## src/rtl/core/tmm_ram.sv

```systemverilog
module tmm_ram #(
    parameter int WIDTH = 16,
    parameter int DEPTH = 256,
    parameter int AW    = (DEPTH > 1) ? $clog2(DEPTH) : 1
) (
    input  logic             i_clk,
    input  logic             i_we,
    input  logic [AW-1:0]    i_waddr,
    input  logic [WIDTH-1:0] i_wdata,
    input  logic [AW-1:0]    i_raddr,
    output logic [WIDTH-1:0] o_rdata
);
    logic [WIDTH-1:0] r_mem [DEPTH];
    logic [WIDTH-1:0] r_rdata;

    always_ff @(posedge i_clk) begin
        if (i_we) begin
            r_mem[i_waddr] <= i_wdata;
        end
        r_rdata <= r_mem[i_raddr];
    end

    assign o_rdata = r_rdata;
endmodule

```

## config.mk

```make
export PLATFORM = sky130hd
export DESIGN_NAME = tmm_ram
export DESIGN_NICKNAME = d
export VERILOG_FILES = /design/src/rtl/core/tmm_ram.sv
export SDC_FILE = /design/constraint.sdc
export NUM_CORES = 2
export LEC_CHECK = 0
export BUFFER_PORTS_ARGS = -buffer_cell sky130_fd_sc_hd__buf_4
export CORE_MARGIN = 2
export CORE_UTILIZATION = 31
export CTS_CLUSTER_SIZE = 14
export DETAILED_ROUTE_END_ITERATION = 10
export MAX_ROUTING_LAYER = met4
export SLEW_MARGIN = 20
export SYNTH_ARGS = -nofsm -noshare
export SYNTH_HDL_FRONTEND = slang
export SYNTH_SLANG_ARGS = --single-unit
```

## constraint.sdc

```tcl
create_clock -name i_clk -period 3.13 [get_ports i_clk]
set_clock_uncertainty 0.15 [all_clocks]
set_input_delay 0.313 -clock i_clk [delete_from_list [all_inputs] [get_ports i_clk]]
set_output_delay 0.313 -clock i_clk [all_outputs]
set_load 0.03 [all_outputs]
```

Word-level counts from Yosys, hierarchy flattened --
Memories as Yosys holds them, arrays and structs flattened. A register that Yosys moved wholly into a read port is not among the register bits. Index checks and enable logic that the tools add are counted.
Storage, ports and cells: bits in registers 0, memory bits (writable) 4096, bits of input ports 34, output and inout port bits 16, logic and storage cells 3, memories 1
Memory list:
- r_mem | words 256, width 16, read ports 1, clocked after memory_dff 1, write ports 1, line 13 | logic [WIDTH-1:0] r_mem [DEPTH];
Operators by class: muxes and demuxes 2
Operators with widths (number):
- $mux W1 | 2

Depth between registers and ports, before layout --
depth after elaboration 2, gate-level depth with buffers 12

Worst setup path after synthesis --
Ideal clock, no wire load.
kind input-to-reg, start point input i_waddr[3], end point memory r_mem[235][0] (enable), library setup time 0.388 ns, data arrival time 2.090 ns, setup slack 0.502 ns, stages 6, cells stage by stage clkbuf_1 -> nor2b_1 -> clkbuf_1 -> nand4_1 -> clkbuf_1 -> nor2_1
RTL lines:
- from (decl) | line 8 | input logic [AW-1:0] i_waddr,
- to (decl) | line 13
Straight into the memory's write port.

==> results_dict.tcl <==
set metrics [dict create \
    status "completed" \
    synth_area_um2 159000 \
    first_pass_iters 5 \
    ys_ff_latch 4112 \
    hold_class "input pin to flip-flop" \
    period_share 0.982 \
    vias 80800 \
    critPathArrivalTime_ns 3.72 \
    die_x_um 720 \
    h-tree-depth 5 \
    wl_per_cell_um 28.1 \
    rows 262 \
    io-pin-count 50 \
    clk_pin_slew_ns 0.06 \
    track_usage 0.167 \
    synth.distinct_cells 52 \
    first_global_vias 81000 \
    powerDensity_nw_per_um2 620 \
    yosysTopAreaCellShare 0.775 \
    setup_violations 0 \
    drt-vias-per-instance 5.22 \
    max-vdd-ir-drop_uv 663 \
    synthToLayoutAreaGrowth_pct 18.5 \
    synthTopCellsByArea "edfxtp_1 77%, mux4_2 11%, mux2i_1 3.6%, o221ai_1 1.4%, nor2_1 0.72%" \
    drc 0 \
    core_area_um2 509000 \
    cts_tree "yes" \
    synth_edf_count 4096 \
    utilization 0.369 \
    gp_congestion 0.911 \
    ys_seq_area_frac 0.777 \
    grt_max_degree 141 \
    crit_fanout 1 \
    slew_viol_final 0 \
    grt_pass1_wl_mm 612 \
    initial_utilization 0.312 \
    final_net_count 8421 \
    tightest_slew_ns 1.11 \
    worstSkewPairLatency_ns 0.97 \
    criticalPathCategory "flip-flop to flip-flop" \
    die_y_um 720 \
    start_kind "flip-flop" \
    instances_no_fill 15500 \
    cts.sink_count 4112 \
    wirelength_mm 435 \
    dp_cells 14700 \
    maxCapViolations 0 \
    syn_avg_cell_area_um2 21.6 \
    portBuffers 49 \
    antenna_found_initial 30 \
    finalHoldViolations 0 \
    critPathRequiredTime_ns 3.78 \
    postRouteAntennaNets 0 \
    clock_path_buffers 4 \
    cts_buffers 407 \
    cts_setup_buffers 0 \
    dp_hpwl_mm 274 \
    dieArea_um2 518000 \
    synth-main-ff-cell "edfxtp_1" \
    rsz0062_at_grt "false" \
    root_buffer "clkbuf_16" \
    synthTopCellsByCount "4,096 x edfxtp_1, 797 x mux4_2, 565 x mux2i_1" \
    yosys_warnings 0 \
    grt_overflow 0 \
    synthCells 7360 \
    slew_headroom 0.258 \
    synth_nets 7394 \
    timing.fmax_ghz 0.325 \
    end_kind "flip-flop" \
    async_reset_ff_frac 0 \
    finalCriticalPeriod_ns 3.07 \
    drt_iter0_drc 10300 \
    yosysTopAreaCell "edfxtp_1" \
    yosysMostFrequentCell "edfxtp_1" \
    p_leak_nw 60.1 \
    drive_above_1_share 0.299 \
]
layout by cell type, fill, tap and decap left out, types with 18 or more instances in the layout:
cell / count
nand4_1: 26
buf_12: 126
o221ai_1: 252
a22o_1: 32
mux4_2: 797
a22oi_1: 43
edfxtp_1: 4096
o21ai_0: 37
bufinv_16: 49
clkbuf_16: 413
a211oi_1: 18
clkinv_2: 88
nand2_1: 38
dlygate4sd3_1: 21
nand3_1: 26
nor3_1: 89
mux2_2: 88
nor2_1: 251
nor2_2: 52
clkbuf_1: 70
mux2i_1: 565
a21oi_1: 175
buf_4: 903
a221oi_1: 28
clkinv_1: 90
o22ai_1: 148
area by class of cell:
class / instances / area, µm²
fill: 45900 / 321000
sequential: 4112 / 123000
multi-input combinational: 2792 / 33000
clock buffer: 485 / 10600
timing repair buffer: 1070 / 9820
tap: 6732 / 8420
clock inverter: 267 / 2820
antenna: 14 / 35.0
inverter: 4 / 27.5
final timing paths:
path                           start                       to  slack (ns)  cells past startpoint
max          r_mem[56][15]$_DFFE_PP_      o_rdata[15]$_DFF_P_        0.06                      6
min                       i_waddr[7]  r_mem[219][1]$_DFFE_PP_        0.06                      4
max reg2reg  r_mem[56][15]$_DFFE_PP_      o_rdata[15]$_DFF_P_        0.06                      6
min reg2reg  r_mem[233][1]$_DFFE_PP_       o_rdata[1]$_DFF_P_        0.96                      6
registers in the layout, indices dropped and copies added, names as in the netlist:
| name | flops |
|---|---|
| o_rdata | 16 |
| r_mem | 4096 |
per-layer routing:
| metal | track usage | wire (µm) |
|---|---|---|
| met5 | - | 0 |
| met4 | 0.0499 | 15100 |
| met3 | 0.0307 | 35700 |
| met2 | 0.269 | 211000 |
| met1 | 0.217 | 174000 |
report_power, final:
| part | internal, mW | leakage (nW) | switching [mW] |
|---|---|---|---|
| clock | 28.3 | 6.56 | 20.8 |
| sequential | 60.7 | 36.9 | 0.130 |
| combinational | 2.51 | 16.5 | 4.05 |
per-stage QoR:
step | hold slack [ns] | instance area [µm²] | setup TNS (ns) | setup slack (ns) | power [mW]
after floorplan | 0.262 | 159000 | 0 | 0.502 | 65.0
after global placement | 0.541 | 174000 | -7.87 | -1.12 | 68.4
after detailed placement | 0.547 | 174000 | -7.04 | -1.10 | 68.5
after CTS | 0.000610 | 188000 | 0 | 0.0468 | 117
after global routing | 0.0564 | 188000 | 0 | 0.0400 | 120
final | 0.0601 | 188000 | 0 | 0.0560 | 117
worst max-delay path: stages (launching register included):
cell and delay [ns]:
edfxtp_1 0.38, mux4_2 0.48, mux4_2 0.51, a22o_1 0.35, o32ai_2 0.71, buf_4 0.25
nor4_1 0.07
what timing repair did:
item / in CTS / in global routing
hold buffers: 21 / 0
endpoints found under the setup margin: 2 / 0
hold endpoints to repair: 2387 / 0
resized for setup: 4 / 0
kinds of logic (layout without fill, tap and decap cells):
logic type             after synthesis  count (layout)  share of synthesized area
AOI/OAI and AO/OA                  786             786                     0.0354
buffers and inverters              456            1826                     0.0169
DFF                               4112            4112                      0.777
muxes                             1450            1450                      0.155
other                                0              14                          0
and+or+nand+nor                    556             556                     0.0157
No activity file was read; power rests on OpenSTA's default activity.
