===== config.mk =====
export PLATFORM = sky130hd
export DESIGN_NAME = tmm_cfg
export DESIGN_NICKNAME = d
export VERILOG_FILES = /design/src/rtl/core/tmm_pkg.sv /design/src/rtl/core/tmm_cfg.sv
export SDC_FILE = /design/constraint.sdc
export NUM_CORES = 1
export LEC_CHECK = 0
export ABC_CLOCK_PERIOD_IN_PS = 800
export BUFFER_PORTS_ARGS = -buffer_cell sky130_fd_sc_hd__buf_4
export CELL_PAD_IN_SITES_DETAIL_PLACEMENT = 0
export CELL_PAD_IN_SITES_GLOBAL_PLACEMENT = 1
export CORE_UTILIZATION = 21
export CTS_CLUSTER_DIAMETER = 100
export DETAILED_ROUTE_END_ITERATION = 6
export PLACE_DENSITY_LB_ADDON = 0.1
export REMOVE_ABC_BUFFERS = 1
export SYNTH_ARGS = -nofsm -noshare
export SYNTH_HDL_FRONTEND = slang
export SYNTH_SLANG_ARGS = --single-unit

===== constraint.sdc =====
create_clock -name i_clk -period 0.8 [get_ports i_clk]
set_input_delay 0 -clock i_clk [delete_from_list [all_inputs] [get_ports i_clk]]
set_output_delay 0 -clock i_clk [all_outputs]
set_load 0.005 [all_outputs]

===== src/rtl/core/tmm_pkg.sv =====
package tmm_pkg;

    localparam int MODE_W  = 2;
    localparam int ADDR_W  = 8;
    localparam int VALUE_W = 16;
    localparam int IDX_W   = 4;
    localparam int SUM_W   = 36;
    localparam int CFG_W   = 5;
    localparam int PADDR_W = 4;
    localparam int PDATA_W = 32;

    typedef logic [MODE_W-1:0]         t_mode;
    typedef logic [ADDR_W-1:0]         t_addr;
    typedef logic signed [VALUE_W-1:0] t_value;
    typedef logic [IDX_W-1:0]          t_idx;
    typedef logic signed [SUM_W-1:0]   t_sum;
    typedef logic [CFG_W-1:0]          t_cfg_val;

    localparam t_mode MODE_LOAD_A  = 2'd0;
    localparam t_mode MODE_LOAD_B  = 2'd1;
    localparam t_mode MODE_COMPUTE = 2'd2;

    localparam logic [1:0] REG_ROWS_K  = 2'd0;
    localparam logic [1:0] REG_COLS_M  = 2'd1;
    localparam logic [1:0] REG_INNER_L = 2'd2;

    localparam t_cfg_val CFG_RESET = 5'd4;

    typedef struct packed {
        t_cfg_val rows_k;
        t_cfg_val cols_m;
        t_cfg_val inner_l;
    } t_cfg;

    typedef struct packed {
        logic clr;
        logic issue;
        logic last;
    } t_mac_ctl;

endpackage


===== src/rtl/core/tmm_cfg.sv =====
module tmm_cfg (
    input  logic                          i_clk,
    input  logic                          i_rst_n,
    input  logic                          psel,
    input  logic                          penable,
    input  logic                          pwrite,
    input  logic [tmm_pkg::PADDR_W-1:0]   paddr,
    input  logic [tmm_pkg::PDATA_W-1:0]   pwdata,
    output logic [tmm_pkg::PDATA_W-1:0]   prdata,
    output logic                          pready,
    output tmm_pkg::t_cfg                 o_cfg
);
    import tmm_pkg::*;

    t_cfg       r_cfg;
    t_cfg       n_cfg;
    logic [1:0] reg_idx;
    logic       wr;

    assign reg_idx = paddr[3:2];
    assign wr      = psel & penable & pwrite;
    assign pready  = 1'b1;

    always_comb begin
        n_cfg = r_cfg;
        if (wr) begin
            case (reg_idx)
                REG_ROWS_K:  n_cfg.rows_k  = pwdata[CFG_W-1:0];
                REG_COLS_M:  n_cfg.cols_m  = pwdata[CFG_W-1:0];
                REG_INNER_L: n_cfg.inner_l = pwdata[CFG_W-1:0];
                default:     n_cfg = r_cfg;
            endcase
        end
    end

    always_comb begin
        case (reg_idx)
            REG_ROWS_K:  prdata = PDATA_W'(r_cfg.rows_k);
            REG_COLS_M:  prdata = PDATA_W'(r_cfg.cols_m);
            REG_INNER_L: prdata = PDATA_W'(r_cfg.inner_l);
            default:     prdata = '0;
        endcase
    end

    always_ff @(posedge i_clk) begin
        if (!i_rst_n) begin
            r_cfg <= '{rows_k: CFG_RESET, cols_m: CFG_RESET, inner_l: CFG_RESET};
        end else begin
            r_cfg <= n_cfg;
        end
    end

    assign o_cfg = r_cfg;
endmodule


Word level (Yosys, flattened, before mapping)
Cells that the tools add are included.

Word-level logic and storage cells: 12. Register bits after elaboration: 15. Input port bits: 41. Output and inout bits: 48.

Bitwise gates (word level): 2. Equal/unequal tests: 2. Reductions and logical operators: 4. Multiplexer cells: 1.

Operators with widths (count): one-hot mux 5 bit (3 select lines) (1); AND reduction 2 bit (3); AND 1 bit (2); equality test 2 x 1 -> 1 bit, second input constant (1); equality test 2 bit, second input constant (1); logical NOT 2 bit (1).

Logic depth before layout (Yosys ltp)
Depth in word-level cells: 3. Gate-level depth with buffers: 4. Gate-level depth less buffers: 3.

Least setup slack after synthesis
Ideal clock, no wire load.

Kind: in2reg. From: input port paddr[2] in the netlist's numbering. To: register r_cfg, in the netlist o_cfg[7]. Path buffers: 2. Arrival: 0.716 ns. Cell stages on the path: 4. Library setup time: 0.124 ns. Setup slack: -0.040 ns. Required time: 0.676 ns. Cells stage by stage: buf_6 > or3b_1 > buf_6 > mux2i_1.

Longest elaborated chain between the ends: 2.

RTL lines: start, declared (RTL line tmm_cfg.sv:7) `input logic [tmm_pkg::PADDR_W-1:0] paddr,`; equality test 2 x 1 -> 1 bit (RTL line tmm_cfg.sv:27) `case (reg_idx)`; AND reduction 2 bit (no source line); end signal, assigned (RTL line tmm_cfg.sv:47) `r_cfg <= '{rows_k: CFG_RESET, cols_m: CFG_RESET, inner_l: CFG_RESET};`; end signal, assigned (RTL line tmm_cfg.sv:49) `r_cfg <= n_cfg;`; end, declared (RTL line tmm_cfg.sv:15) `t_cfg r_cfg;`.

No other way between the ends. A chain may end at the register's enable or synchronous reset.

Worst setup path after layout
From: register r_cfg, in the netlist o_cfg[5]. To: output port prdata[0] in the netlist's numbering.

Longest elaborated chain between the ends: 1.

RTL lines: one-hot mux 5 bit (3 select lines) (RTL line tmm_cfg.sv:37) `case (reg_idx)`; end, declared (RTL line tmm_cfg.sv:9) `output logic [tmm_pkg::PDATA_W-1:0] prdata,`.

No other way between the ends.

==> impl_metrics.toml <==
[status]
outcome = "complete, but fails checks"
violations = "setup timing"

[global_routing]
grtUsageTotal = 0.1062
grt_max_degree = 13
grt_overflow = 0
antenna_found_initial = 0
grt_pass1_wl_um = 3470
grt_pass1_vias = 724

[clock_tree]
path_clk_slew_ps = 60
cts_buffers = 3
h-tree-depth = 1
cts_tree = "built"
clock_latency_ps = 250
root_buffer = "clkbuf_8"
cts_buffer_depth = 2
cts.sinks = 15

[logic_synthesis]
synth_cell_types = 14
syn-cell-area_um2 = 927.1
synth_seq_area_share = 0.3239
ys_warn_count = 0
synth.avg_cell_area_um2 = 8.915
ys_ff_latch = 15
synth_cells = 104

[cells_and_area]
antenna_cells = 0
layout-drive-gt1-share = 0.4575
fin_util = 0.3326
largest_reg_flops = 15
final_nets = 195
area_growth_pct = 47.64

[critical_path]
end_kind = "output port"
critPathMaxStageDelay_ps = 320
critical-path-top-delay-family = "flip-flops"
path_cells = "mux2i_1, o21ai_1, buf_4"
worstPathRequired_ps = 800
start_kind = "flop"
cp.depth = 3
critPathBufInv = 1
ff2ff_path_depth = 4
critPathMaxFanout = 2
slowest_stage = "dfxtp_2"
criticalPathCategory = "flop to output port"
critPathArrivalTime_ps = 930

[power]
p_comb_frac = 0.150
power.switching_uw = 408.5
pwr-share-clk = 0.385
p_seq_frac = 0.465
power.internal_uw = 1234
powerDensity_mw_per_mm2 = 1200
peakVddDrop_v = 0.0003767
power_leakage_uw = 0.0006624
power.total_uw = 1643
p_sw_frac = 0.2487

[sta]
setup_violations = 8
post-route-worst-setup-slack_ps = -131.3
fin_crit_sh = 1.164
clock.fmax_mhz = 1074
slew_viol_final = 0
skew_ps = 0
rsz0062_at_grt = "yes"
setup_tns_ps = -902.4
hold_viol_final = 0
fin_crit_ps = 931.3

[floorplanning]
die_w_um = 68.45
initial_core_util = 0.2253
placementRows = 23
die_height_um = 68.45
die-area_mm2 = 0.004685
core-area_mm2 = 0.004115
io_pins = 89

[routing]
drt-vias-per-instance = 3.867
via_count = 785
drt_iter0_drc = 12
drtAntennaViolNets = 0
wl_per_cell_um = 11.53
drt_pass1_iterations = 3
drc_errors = 0
wirelength_um = 2341

[worst_hold_path]
hold_class = "primary input to flop"
hold_path_depth = 3

[placed_design]
place_congestion = 0.6749
hpwl_um = 1689
port_buffers = 31

[flow_run]
drv_cap = 0
[cell usage after synthesis]
| cell | n | area, µm² |
|---|---|---|
| nor2b_1 | 4 | 25.02 |
| conb_1 | 2 | 7.510 |
| nand3_2 | 1 | 10.01 |
| mux2i_1 | 20 | 200.2 |
| nor3_2 | 1 | 10.01 |
| nor3b_2 | 1 | 12.51 |
| nand2_1 | 21 | 78.83 |
| o21ai_0 | 5 | 25.02 |
| dfxtp_1 | 15 | 300.3 |
| buf_6 | 2 | 22.52 |
| clkbuf_1 | 2 | 7.510 |
| buf_4 | 28 | 210.2 |
| and2b_2 | 1 | 8.760 |
| or3b_1 | 1 | 8.760 |
[metrics by stage]
step	setup WS [ps]	area (µm²)	cells	hold slack (ps)
floorplan	-51.79	784.5	98	83.34
global placement	-167.8	1190	192	290.4
detailed placement	-205.1	1190	192	296.7
CTS	-122.9	1323	199	35.07
global route	-194.2	1369	203	39.77
finish	-131.3	1369	203	36.05
[power by group through the flow]
stage	Clock, µW	Combinational (µW)	Sequential [µW]
detailed placement	0	229	780
floorplan	0	80.1	781
finish	632	247	764
global placement	0	228	780
CTS	654	241	765
global route	689	281	765
[routing by layer]
metal | vias to the layer above | global-route usage | wire length, µm
li1 | 380 | - | -
met1 | 357 | 0.1286 | 1029
met2 | 44 | 0.1765 | 1132
met3 | 4 | 0.02500 | 150
met4 | 0 | 0.04688 | 29
met5 | - | 0 | 0
[final cells by class]
cell class	instances	area, µm²
multi-input cells	83	489.2
well taps	50	62.56
flip-flops and latches	15	312.8
repair buffers	51	459.2
clock buffers	4	45.04
fillers	449	2746
[tightest hold or removal path: cells and delay by family]
| kind | cells | cell delay, ps |
|---|---|---|
| multiplexers | 1 | 110 |
| buffers and inverters | 1 | 80 |
| AND/OR/NAND/NOR | 1 | 60 |
[repair_timing]
action / in CTS / in global routing
setup endpoints to repair: 10 / 13
gates resized for setup: 29 / 6
setup buffers: 3 / 5
pin swaps: 0 / 3
hold buffers: 0 / 0
[placed cells by master (no fill, tap or decap), drive strengths merged]
master / synthesis / routed
o21ai: 5 / 5
clkbuf: 2 / 4
nand2: 21 / 21
nor3b: 1 / 1
nand3: 1 / 1
conb: 2 / 28
dfxtp: 15 / 15
or3b: 1 / 1
nor2b: 4 / 4
nor3: 1 / 1
buf: 30 / 51
mux2i: 20 / 20
and2b: 1 / 1
[worst paths after layout]
check / from / endpoint / slack (ps)
setup reg to reg: o_cfg[5] / o_cfg[5] / 20
hold / removal: pwdata[2] / o_cfg[7] / 40
setup / recovery: o_cfg[5] / prdata[0] / -130
hold reg to reg: o_cfg[11] / o_cfg[11] / 470
[cells by family after synthesis]
family	count (synthesis)	share of synthesized area
AO/OA/AOI/OAI	5	0.02699
other	2	0.008100
flip-flops	15	0.3239
AND/OR/NAND/NOR	30	0.1660
multiplexers	20	0.2159
buffers and inverters	32	0.2591
No activity file was read; power rests on OpenSTA's default activity.
