## src/rtl/core/tmm_pkg.sv

```systemverilog
package tmm_pkg;

    localparam int MODE_W  = 2;
    localparam int ADDR_W  = 8;
    localparam int VALUE_W = 16;
    localparam int IDX_W   = 4;
    localparam int SUM_W   = 36;
    localparam int CFG_W   = 5;
    localparam int PADDR_W = 4;
    localparam int PDATA_W = 32;

    typedef logic [MODE_W-1:0]         t_mode;
    typedef logic [ADDR_W-1:0]         t_addr;
    typedef logic signed [VALUE_W-1:0] t_value;
    typedef logic [IDX_W-1:0]          t_idx;
    typedef logic signed [SUM_W-1:0]   t_sum;
    typedef logic [CFG_W-1:0]          t_cfg_val;

    localparam t_mode MODE_LOAD_A  = 2'd0;
    localparam t_mode MODE_LOAD_B  = 2'd1;
    localparam t_mode MODE_COMPUTE = 2'd2;

    localparam logic [1:0] REG_ROWS_K  = 2'd0;
    localparam logic [1:0] REG_COLS_M  = 2'd1;
    localparam logic [1:0] REG_INNER_L = 2'd2;

    localparam t_cfg_val CFG_RESET = 5'd4;

    typedef struct packed {
        t_cfg_val rows_k;
        t_cfg_val cols_m;
        t_cfg_val inner_l;
    } t_cfg;

    typedef struct packed {
        logic clr;
        logic issue;
        logic last;
    } t_mac_ctl;

endpackage

```

## src/rtl/core/tmm_mac.sv

```systemverilog
module tmm_mac #(
    parameter int ELEM_BITS = 16
) (
    input  logic                        i_clk,
    input  logic                        i_rst_n,
    input  tmm_pkg::t_mac_ctl           i_ctl,
    input  logic signed [ELEM_BITS-1:0] i_a,
    input  logic signed [ELEM_BITS-1:0] i_b,
    output logic                        o_done,
    output tmm_pkg::t_sum               o_sum
);
    import tmm_pkg::*;

    logic                          r_rd_vld;
    logic                          r_rd_last;
    logic                          r_p_vld;
    logic                          r_p_last;
    logic                          r_done;
    logic signed [2*ELEM_BITS-1:0] r_prod;
    t_sum                          r_acc;

    always_ff @(posedge i_clk) begin
        if (!i_rst_n) begin
            r_rd_vld  <= 1'b0;
            r_rd_last <= 1'b0;
            r_p_vld   <= 1'b0;
            r_p_last  <= 1'b0;
            r_done    <= 1'b0;
        end else begin
            r_rd_vld  <= i_ctl.issue;
            r_rd_last <= i_ctl.issue & i_ctl.last;
            r_p_vld   <= r_rd_vld;
            r_p_last  <= r_rd_last;
            r_done    <= r_p_vld & r_p_last;
        end
    end

    always_ff @(posedge i_clk) begin
        if (r_rd_vld) begin
            r_prod <= i_a * i_b;
        end
        if (i_ctl.clr) begin
            r_acc <= '0;
        end else if (r_p_vld) begin
            r_acc <= r_acc + SUM_W'(r_prod);
        end
    end

    assign o_done = r_done;
    assign o_sum  = r_acc;
endmodule

```

## config.mk

```make
export PLATFORM = sky130hd
export DESIGN_NAME = tmm_mac
export DESIGN_NICKNAME = d
export VERILOG_FILES = /design/src/rtl/core/tmm_pkg.sv /design/src/rtl/core/tmm_mac.sv
export SDC_FILE = /design/constraint.sdc
export NUM_CORES = 1
export LEC_CHECK = 0
export CELL_PAD_IN_SITES_DETAIL_PLACEMENT = 1
export CELL_PAD_IN_SITES_GLOBAL_PLACEMENT = 1
export CORE_MARGIN = 4
export CORE_UTILIZATION = 35
export CTS_BUF_LIST = sky130_fd_sc_hd__clkbuf_16
export DETAILED_ROUTE_END_ITERATION = 7
export DONT_BUFFER_PORTS = 1
export GPL_TIMING_DRIVEN = 0
export PLACE_DENSITY_LB_ADDON = 0.1
export SLEW_MARGIN = 20
export SYNTH_ARGS = -nofsm -noshare
export SYNTH_HDL_FRONTEND = slang
export SYNTH_SLANG_ARGS = --single-unit
```

## constraint.sdc

```tcl
create_clock -name i_clk -period 7.3 [get_ports i_clk]
set_clock_uncertainty 0.05 [all_clocks]
set_input_delay 0.73 -clock i_clk [delete_from_list [all_inputs] [get_ports i_clk]]
set_output_delay 0.73 -clock i_clk [all_outputs]
set_load 0.01 [all_outputs]
```

# After elaboration in Yosys (flattened, before gate mapping)
# Cells that the tools add are included.
# word_totals
ff_bits,73
latch_bits,0
ramBits,0
rom_bits,0
memories,0
# classes
add_sub_neg,1
multipliers,1
div,0
order_cmp,0
eq_ne,0
n_shift,0
n_mux,0
n_bitwise,2
n_reduce_logical,0
# ops
op,n
$add 36x32->36,1
$mul 16x16->32,1
$and 1x1->1,2

# Longest topological paths before layout
# Gate-level depths: netlist (run 1).
# logic_depth
word_depth,1
depth_mapped,25
ltp_nobuf,24

# Least setup slack after synthesis (run 1)
# Ideal clock, no wire load.
# synth_timing
kind,input port to flip-flop
start,in i_b[1]
end,"reg r_prod[31], data pin"
setup_time_ns,0.260
arrival_ns,6.315
required_ns,6.990
path_slack_ns,0.675
stages,20
path_buffers,1
path_cell_list,clkbuf_1 nand2_1 inv_1 fa_1 fa_1 fa_1 fa_1 fa_1 inv_1 fa_1 inv_1 ha_1 nand3_1 or4_1 a21oi_1 o221ai_1 o21ai_1 a21o_1 a21oi_1 xnor2_1
# synth_via
elab_chain_cells,1
# synth_rtl
element,line,text
from (decl),tmm_mac.sv:8,"input logic signed [ELEM_BITS-1:0] i_b,"
$mul 16x16->32,tmm_mac.sv:40,r_prod <= i_a * i_b;
to (signal assigned),tmm_mac.sv:40,
to (decl),tmm_mac.sv:19,logic signed [2*ELEM_BITS-1:0] r_prod;
# Every way passes these cells.
# A chain may end at the register's enable or synchronous reset.

# Worst setup path in the final report (run 1)
# layout_timing
start,in i_a[11]
end,"reg r_prod[31], data pin"
# layout_via
elab_chain_cells,1
# layout_rtl
element,line,text
from (decl),tmm_mac.sv:7,"input logic signed [ELEM_BITS-1:0] i_a,"
$mul 16x16->32,tmm_mac.sv:40,
# Every way passes these cells.

==> impl_metrics.py, run 1 <==
metrics = {
    "clock_network": {
        "postCtsSetupBuffers": 0,
        "cts_inserted_buffers": 9,
        "clk_path_buf_depth": 2,
        "hold_buffers": 0,
        "cts.sinks": 73,
        "htree_levels": 3,
        "cts-root-buf": "clkbuf_16",
        "clock_latency_ns": 0.34,
        "cts_tree": "yes",
        "clk_pin_slew_ns": 0.06,
        "cts_resized": 3,
    },
    "synthesis": {
        "synthFlopType": "dfxtp_1",
        "synth-edff-count": 32,
        "synth_top_area_cell": "fa_1",
        "ys_types": 66,
        "avgSynthCellArea_um2": 9.27,
        "syn-cell-area_um2": 14000,
        "ys_ff_latch": 73,
        "seq_area_frac_synth_pct": 12.7,
        "synthCells": 1510,
        "synthTopCellsByArea": "fa_1, ha_1, inv_1, edfxtp_1, dfxtp_1",
        "async_flop_share_pct": 0,
        "synth_nets": 1927,
        "yosysWarnings": 0,
        "synth_top_area_share_pct": 37.6,
    },
    "global_route": {
        "grt_pass1_wl_mm": 63.2,
        "antenna_found_initial": 0,
        "grt_max_degree": 34,
        "grt-ovfl-total": 0,
        "grt_pass1_vias": 11099,
        "track_usage_pct": 18.4,
    },
    "critical_path": {
        "reg2reg_from": "o_sum[0]",
        "critPathRequiredTime_ns": 7.39,
        "r2r_setup_slack_ns": 4.14,
        "critPathCaptureType": "flip-flop",
        "start_kind": "input pin",
        "r2r-end": "o_sum[34]",
        "crit_type": "input pin to flip-flop",
        "crit_arrival_ns": 7.00,
        "cp_max_fo": 10,
        "reg2reg_depth": 12,
    },
    "drt": {
        "routed_via_density": 4.82,
        "drt_wl_total_mm": 39.0,
        "ant_nets": 0,
        "drc_errors": 0,
        "wl_per_cell_um": 19.0,
        "first_pass_iters": 5,
        "drt_iter0_drc": 326,
        "via_count": 9891,
    },
    "sta": {
        "hold_viol": 0,
        "setup_viol": 0,
        "whs_ns": 0.392,
        "maxSlewViolCount": 0,
        "maxClockFrequency_mhz": 145,
        "relSlewSlack_pct": 44.9,
        "worst_slew_pin_slew_ns": 0.826,
        "finalCritPeriodShare_pct": 94.8,
        "fin_ws_ns": 0.381,
        "fin_tns_setup_ns": 0,
        "grt_setup_unrepaired": "false",
        "layout_min_cycle_time_ns": 6.92,
    },
    "min_path": {
        "holdPathEnd": "r_p_last",
        "hold_start": "r_rd_last",
        "worstHoldPathCells": 1,
        "min_path_type": "flip-flop to flip-flop",
    },
    "job": {
        "drv_cap": 0,
    },
    "finish": {
        "final_cell_mix": "inv_1, fa_1, nand2_1",
        "nets": 1938,
        "instances_no_fill": 2051,
        "insertedDiodeCount": 0,
        "fillers": 4615,
        "final_common_cell": "inv_1",
        "drive_gt1_share_pct": 2.16,
        "syn2layout_area_growth_pct": 6.66,
    },
    "placement": {
        "dp.cells": 2035,
        "place_hpwl_mm": 34.0,
        "post-place-ws_ns": -0.609,
        "port_buffers": 0,
        "place_congestion": 0.863,
    },
    "floorplan": {
        "fp-row-count": 73,
        "initial_utilization_pct": 35.3,
        "fp.dieArea_um2": 43300,
        "die_h_um": 208,
        "io_pins": 74,
        "die_width_um": 208,
        "core_um2": 39600,
    },
    "status": {
        "status": "completed",
    },
}
==> Yosys cell counts, types with 2 or more instances <==
master	n
or3_1	5
nor4b_1	5
o21ai_0	28
ha_1	117
or4_1	3
o21ai_1	10
a211oi_2	3
dfxtp_1	41
edfxtp_1	32
o22ai_1	5
xor2_1	15
o221ai_1	2
nand4_1	6
nor2_1	68
and4_1	2
o21a_1	5
a21oi_2	2
nand2b_1	17
a21o_1	31
xnor2_1	49
nand2_1	153
inv_1	321
clkbuf_1	40
a31oi_1	2
o21bai_1	8
mux2i_1	19
o211ai_1	7
and2_1	127
buf_1	3
o41ai_1	2
nor3b_1	5
nand3_1	9
nor3_1	7
a21oi_1	52
fa_1	263
a211oi_1	8
and3_1	5
nor2b_1	5
==> metal layers <==
layer | vias up | global-route usage (%) | part of all wire (%)
met2 | 143 | 30.3 | 45
li1 | 4718 | - | -
met1 | 4997 | 26.1 | 49
met5 | - | 0 | 0
met4 | 0 | 3.74 | 1.6
met3 | 33 | 2.47 | 4.0
==> state kept, by name (all words and copies together), names as in the netlist <==
| register | cells |
|---|---|
| r_p_last | 1 |
| o_done | 1 |
| r_p_vld | 1 |
| r_rd_last | 1 |
| r_rd_vld | 1 |
| o_sum | 36 |
| r_prod | 32 |
==> final cells by class <==
class                           count  area, µm²  share of cell area (%)
Buffer                             44        170                    1.14
Multi-Input combinational cell   1072      10900                    72.7
Clock inverter                      7       38.8                   0.260
Clock buffer                        9        225                    1.51
Tap cell                          525        657                    4.40
Sequential cell                    73       1780                    11.9
Inverter                          321       1200                    8.07
==> cell families after synthesis <==
group	share of synthesized area (%)
xor gates and xnor gates	4.00
muxes	1.36
DFF	12.7
adders and majority gates	48.0
and+or+nand+nor	15.1
AOI/OAI and AO/OA	8.98
buffers and inverters	9.79
==> per-stage QoR <==
stage,cell area (µm²),util [%]
6_report,14900,37.7
5_1_grt,14900,37.7
3_5_place_dp,14700,37.0
3_3_place_gp,14700,37.0
4_1_cts,14900,37.7
2_1_floorplan,14000,-
==> how the worst max path moves through the flow <==
stage / from / end / slack, ns / depth (start not counted)
floorplan: i_b[1] / r_prod[31] / 0.67 / 20
global placement: i_b[1] / r_prod[31] / -0.57 / 20
detailed placement: i_b[1] / r_prod[31] / -0.61 / 20
CTS: i_a[15] / r_prod[31] / 0.12 / 20
global route: i_a[11] / r_prod[31] / 0.04 / 20
finish: i_a[11] / r_prod[31] / 0.38 / 20
==> worst max-delay path, cell delays in order <==
cell and delay, ns:
clkbuf_1 0.49, nand2_1 0.16, fa_1 0.54, inv_1 0.05, fa_1 0.50, fa_1 0.63
fa_1 0.46, fa_1 0.49, inv_1 0.05, fa_1 0.47, inv_1 0.04, ha_1 0.41
nand4_1 0.18, or4_1 0.56, a21oi_2 0.25, o221ai_1 0.23, o21ai_1 0.24, a21o_1 0.15
a21oi_1 0.07, xnor2_1 0.28
Power of run 1 is left out: the tool's default activity adds up to more than one toggle a clock period on the data nets, which glitch-free logic cannot reach.
==> inputs of run 2 (changes only) <==
--- a/config.mk
+++ b/config.mk
@@ -5,15 +5,17 @@
 export SDC_FILE = /design/constraint.sdc
 export NUM_CORES = 1
 export LEC_CHECK = 0
+export ABC_AREA = 1
 export CELL_PAD_IN_SITES_DETAIL_PLACEMENT = 1
 export CELL_PAD_IN_SITES_GLOBAL_PLACEMENT = 1
-export CORE_MARGIN = 4
+export CORE_MARGIN = 8
 export CORE_UTILIZATION = 35
 export CTS_BUF_LIST = sky130_fd_sc_hd__clkbuf_16
 export DETAILED_ROUTE_END_ITERATION = 7
 export DONT_BUFFER_PORTS = 1
 export GPL_TIMING_DRIVEN = 0
 export PLACE_DENSITY_LB_ADDON = 0.1
+export SKIP_CTS_REPAIR_TIMING = 1
 export SLEW_MARGIN = 20
 export SYNTH_ARGS = -nofsm -noshare
 export SYNTH_HDL_FRONTEND = slang
==> run 2 against run 1 <==
Net effect: area after synthesis increased by 8.7%; sequential share of layout area decreased by 0.94 points; sequential cell count unchanged; register-to-register slack improved by 0.43 ns; utilization about the same; non-clock buffer count increased by 22; wire length increased by 24%; synthesized cell count increased by 34%; first-iteration DRC count increased by 8.6%; worst setup slack got worse by 0.031 ns; critical path type unchanged; hold slack got worse by 0.037 ns; cell count increased by 28%.
==> impl_metrics.py, run 2 <==
metrics = {
    "floorplan": {
        "fp.dieArea_um2": 50400,
        "die_width_um": 225,
        "fp-row-count": 76,
        "core_um2": 43000,
        "initial_utilization_pct": 35.4,
        "io_pins": 74,
        "die_h_um": 225,
    },
    "critical_path": {
        "cp_slowest_stage_delay_ns": 0.63,
        "start_kind": "input pin",
        "crit_start": "i_a[9]",
        "path_cells": "clkbuf_1 -> clkbuf_1 -> nand2_1 -> fa_1 -> inv_1 -> fa_1 -> fa_1 -> fa_1 -> fa_1 -> inv_1 -> fa_1 -> inv_1 -> ha_1 -> a21oi_2 -> o21ai_0 -> a21oi_1 -> nand3_2 -> nand2_1 -> nand2_1 -> nand2_1 -> nand2_1 -> nand2_1 -> nand2_1",
        "critPathCaptureType": "flip-flop",
        "crit_arrival_ns": 7.02,
        "cp_slowest_cell": "clkbuf_1",
        "reg2reg_from": "o_sum[0]",
        "crit_type": "input pin to flip-flop",
        "cp_max_fo": 10,
        "path_common_cell": "nand2_1",
        "critPathRequiredTime_ns": 7.37,
    },
    "sta": {
        "grt_setup_unrepaired": "false",
        "maxSlewViolCount": 0,
        "layout_min_cycle_time_ns": 6.95,
        "setup_viol": 0,
        "relSlewSlack_pct": 50.3,
        "whs_ns": 0.355,
        "finalCritPeriodShare_pct": 95.2,
        "hold_viol": 0,
        "maxClockFrequency_mhz": 144,
        "fin_ws_ns": 0.350,
        "worst_slew_pin_slew_ns": 0.746,
    },
    "synthesis": {
        "synth-edff-count": 32,
        "synth_top_area_cell": "fa_1",
        "synthTopCellsByArea": "fa_1, inv_1, nand2_1, ha_1, edfxtp_1",
        "synthFlopType": "dfxtp_1",
        "synth_nets": 2442,
        "seq_area_frac_synth_pct": 11.7,
        "synth.most_common_cell": "inv_1",
        "synth_commonest_cells": "inv_1, nand2_1, fa_1",
        "synthCells": 2025,
        "ys_types": 44,
        "synth_top_area_share_pct": 34.6,
        "async_flop_share_pct": 0,
        "ys_ff_latch": 73,
        "yosysWarnings": 0,
        "avgSynthCellArea_um2": 7.52,
        "syn-cell-area_um2": 15200,
    },
    "finish": {
        "final_common_cell": "inv_1",
        "nets": 2453,
        "final_cell_mix": "inv_1, nand2_1, fa_1",
        "largest_reg_flops": 36,
        "drive_gt1_share_pct": 2.25,
        "fillers": 5421,
        "syn2layout_area_growth_pct": 6.53,
        "final_core_util_pct": 37.7,
    },
    "clock_network": {
        "cts-root-buf": "clkbuf_16",
        "clk_path_buf_depth": 2,
        "clock_latency_ns": 0.36,
        "cts.sinks": 73,
        "cts_tree": "yes",
        "clk_pin_slew_ns": 0.06,
        "htree_levels": 3,
        "cts_inserted_buffers": 9,
    },
    "placement": {
        "place_hpwl_mm": 42.9,
        "place_congestion": 0.891,
        "port_buffers": 0,
        "post-place-ws_ns": -0.0894,
    },
    "job": {
        "drv_cap": 0,
    },
    "min_path": {
        "hold_start": "r_rd_last",
        "min_path_type": "flip-flop to flip-flop",
    },
    "status": {
        "status": "completed",
    },
    "drt": {
        "drt_iter0_drc": 354,
        "ant_nets": 0,
        "drc_errors": 0,
        "routed_via_density": 4.68,
        "drt_wl_total_mm": 48.3,
        "wl_per_cell_um": 18.4,
        "via_count": 12293,
        "first_pass_iters": 4,
    },
    "global_route": {
        "track_usage_pct": 19.6,
        "grt_max_degree": 34,
        "grt_pass1_wl_mm": 76.8,
        "grt-ovfl-total": 0,
        "antenna_found_initial": 1,
        "grt_pass1_vias": 13785,
    },
}
==> run 2: changes by cell type after synthesis, moves of 19 or more <==
| cell | change |
|---|---|
| clkbuf_1 | +21 |
| xnor2_1 | -37 |
| and2_1 | -126 |
| a21o_1 | -22 |
| nor2_1 | +85 |
| nand3_1 | +43 |
| inv_1 | +234 |
| xor2_1 | +23 |
| mux2i_1 | -19 |
| nand2_1 | +331 |
==> run 2: cell type report <==
class / instances / area, µm² / share of cell area (%)
flip-flops and latches: 73 / 1780 / 11.0
plain buffers: 66 / 253 / 1.56
multi-input cells: 1330 / 11100 / 68.5
inverters: 556 / 2090 / 12.9
clock inverters: 7 / 31.3 / 0.193
diodes: 1 / 2.50 / 0.0154
well taps: 585 / 732 / 4.51
clock buffers: 9 / 225 / 1.39
==> run 2: critical path, delay by kind of cell <==
family          cells  cell delay [ns]
fa+ha+maj           7             3.41
buf+inv             5             1.23
simple gates        8             0.86
compound gates      3             0.78
==> run 2: kinds of logic (layout without fill, tap and decap cells) <==
logic type               after synthesis  in the layout  share of synthesized area, %
XOR/XNOR                              50             50                          2.88
flip-flops                            73             73                          11.7
AND/OR/NAND/NOR                      744            744                          19.9
AO/OA/AOI/OAI                        156            156                          5.96
buffers and inverters                622            638                          15.4
adder cells (fa/ha/maj)              380            380                          44.2
other                                  0              1                             0
==> run 2: final timing paths <==
check / endpoint / slack, ns / cells after the start
setup / recovery: r_prod[29] / 0.35 / 23
hold / removal: r_p_last / 0.36 / 2
setup reg to reg: o_sum[18] / 4.57 / 15
hold reg to reg: r_p_last / 0.36 / 2
==> run 2: metrics by stage <==
stage / std cells / cell area, µm² / TNS, ns
global placement: 2610 / 16000 / -0.0612
floorplan: 2025 / 15200 / 0
global route: 2626 / 16200 / 0
detailed placement: 2610 / 16000 / -0.137
CTS: 2626 / 16200 / 0
finish: 2627 / 16200 / 0
==> run 2: per-layer routing <==
metal | routed length, µm | vias up | part of all wire, % | GRT usage, %
li1 | - | 5951 | - | -
met1 | 21800 | 6107 | 45 | 24.5
met2 | 24000 | 169 | 50 | 35.6
met3 | 1030 | 66 | 2.1 | 1.52
met4 | 1410 | 0 | 2.9 | 6.27
met5 | 0 | - | 0 | 0
Power of run 2 is left out for the same reason.
==> inputs of run 3 (changes only) <==
--- a/config.mk
+++ b/config.mk
@@ -6,13 +6,13 @@
 export NUM_CORES = 1
 export LEC_CHECK = 0
 export ABC_AREA = 1
+export BUFFER_PORTS_ARGS = -buffer_cell sky130_fd_sc_hd__buf_2
 export CELL_PAD_IN_SITES_DETAIL_PLACEMENT = 1
 export CELL_PAD_IN_SITES_GLOBAL_PLACEMENT = 1
 export CORE_MARGIN = 8
 export CORE_UTILIZATION = 35
 export CTS_BUF_LIST = sky130_fd_sc_hd__clkbuf_16
 export DETAILED_ROUTE_END_ITERATION = 7
-export DONT_BUFFER_PORTS = 1
 export GPL_TIMING_DRIVEN = 0
 export PLACE_DENSITY_LB_ADDON = 0.1
 export SKIP_CTS_REPAIR_TIMING = 1
==> run 3 against run 2 <==
Net effect: clock-buffer cell count stayed put; wire length is 0.60% higher; sequential share of layout area is 0.21 points lower; non-clock buffer count is 48 higher; final area is 2.0% higher; global-route usage is 0.11 points higher; register-to-register slack hardly changed; cell count is 1.8% higher; sequential cell count stayed put; critical path type unchanged.
==> impl_metrics.py, run 3 (synthesized netlist as in run 2, its figures left out) <==
metrics = {
    "global_route": {
        "grt-ovfl-total": 0,
        "grt_max_degree": 34,
        "grt_pass1_wl_mm": 77.8,
        "antenna_found_initial": 0,
        "track_usage_pct": 19.7,
        "grt_pass1_vias": 14049,
    },
    "critical_path": {
        "r2r_setup_slack_ns": 4.57,
        "cp_slowest_stage_delay_ns": 0.86,
        "cp_slowest_cell": "fa_1",
        "r2r-end": "o_sum[32]",
        "reg2reg_from": "o_sum[0]",
        "crit_type": "input pin to flip-flop",
        "path_common_cell": "fa_1",
        "critPathRequiredTime_ns": 7.33,
        "critPathCaptureType": "flip-flop",
        "reg2reg_depth": 15,
        "cp_max_fo": 10,
        "start_kind": "input pin",
        "crit_arrival_ns": 6.89,
        "crit_start": "i_b[6]",
        "path_cells": "clkbuf_1 -> clkbuf_2 -> nand2_1 -> fa_1 -> inv_1 -> fa_1 -> inv_1 -> fa_1 -> fa_1 -> inv_1 -> fa_1 -> fa_1 -> ha_1 -> nand2_1 -> nor2_1 -> inv_1 -> nor3_1 -> nand3_1 -> o2111ai_1 -> xor2_1",
        "critPathCapture": "r_prod[28]",
    },
    "finish": {
        "nets": 2501,
        "fillers": 5463,
        "syn2layout_area_growth_pct": 8.62,
        "instances_no_fill": 2674,
        "insertedDiodeCount": 0,
        "largest_reg_flops": 36,
        "final-seq-area_um2": 1780,
        "drive_gt1_share_pct": 4.69,
        "final_core_util_pct": 38.5,
        "final_cell_mix": "inv_1, nand2_1, fa_1",
        "final_common_cell": "inv_1",
        "multi_input_area_um2": 11100,
    },
    "sta": {
        "setup_viol": 0,
        "worst_slew_pin_slew_ns": 0.710,
        "layout_min_cycle_time_ns": 6.85,
        "hold_viol": 0,
        "maxSlewViolCount": 0,
        "whs_ns": 0.362,
        "grt_setup_unrepaired": "false",
        "finalCritPeriodShare_pct": 93.9,
        "relSlewSlack_pct": 52.7,
        "maxClockFrequency_mhz": 146,
    },
    "clock_network": {
        "clk_path_buf_depth": 2,
        "clock_latency_ns": 0.35,
        "cts.sinks": 73,
        "cts_inserted_buffers": 9,
        "cts_tree": "yes",
        "htree_levels": 3,
        "cts-root-buf": "clkbuf_16",
        "clk_pin_slew_ns": 0.06,
    },
    "drt": {
        "drt_iter0_drc": 423,
        "wl_per_cell_um": 18.2,
        "ant_nets": 0,
        "via_count": 12492,
        "first_pass_iters": 5,
        "drc_errors": 0,
        "routed_via_density": 4.67,
        "drt_wl_total_mm": 48.6,
    },
    "floorplan": {
        "io_pins": 74,
        "die_h_um": 225,
        "fp.dieArea_um2": 50400,
        "core_um2": 43000,
        "die_width_um": 225,
        "initial_utilization_pct": 35.4,
        "fp-row-count": 76,
    },
    "placement": {
        "port_buffers": 49,
        "place_congestion": 0.899,
        "place_hpwl_mm": 43.3,
        "dp.cells": 2659,
    },
    "min_path": {
        "worstHoldPathCells": 2,
        "min_path_type": "flip-flop to flip-flop",
    },
    "job": {
        "drv_cap": 0,
    },
    "status": {
        "status": "completed",
    },
}
[run 3: changes by cell type in the layout (fill, tap and decap cells not counted)]
cell,previous run,this run
clkinv_1,3,1
clkinv_4,0,1
clkinvlp_4,1,0
bufinv_16,0,3
clkbuf_1,60,59
buf_2,0,49
diode_2,1,0
inv_1,557,556
[run 3: per-stage QoR]
stage / setup slack, ns / TNS (ns) / area (µm²)
after global routing: 0.138 / 0 / 16500
after detailed placement: -0.245 / -0.512 / 16200
after CTS: 0.125 / 0 / 16500
after floorplan: 1.26 / 0 / 15200
final: 0.446 / 0 / 16500
after global placement: -0.0480 / -0.0594 / 16200
[run 3: how the worst min path moves through the flow]
stage               slack [ns]        to       from
floorplan                 0.34  r_p_last  r_rd_last
global route              0.40  r_p_last  r_rd_last
global placement          0.34  r_p_last  r_rd_last
CTS                       0.37  r_p_last  r_rd_last
finish                    0.36  r_p_last  r_rd_last
detailed placement        0.35  r_p_last  r_rd_last
[run 3: critical path: cells and delay by family]
| kind | cells | cell delay (ns) |
|---|---|---|
| xor gates and xnor gates | 1 | 0.11 |
| buffers and inverters | 6 | 1.06 |
| AOI/OAI and AO/OA | 1 | 0.19 |
| and+or+nand+nor | 5 | 0.98 |
| adders and majority gates | 7 | 3.80 |
[run 3: cell type report]
type | count | area share (%)
Clock buffer | 9 | 1.36
Clock inverter | 7 | 0.674
Tap cell | 585 | 4.43
Timing Repair Buffer | 49 | 1.48
Sequential cell | 73 | 10.8
Multi-Input combinational cell | 1330 | 67.1
Inverter | 556 | 12.6
Buffer | 65 | 1.51
[run 3: metal layers]
layer	global-route usage, %	wire [µm]	vias up
met3	1.28	1020	58
met1	24.7	21800	6239
met4	5.61	1250	0
met2	36.2	24500	162
met5	0	0	-
li1	-	-	6033
Power of run 3 is left out for the same reason.
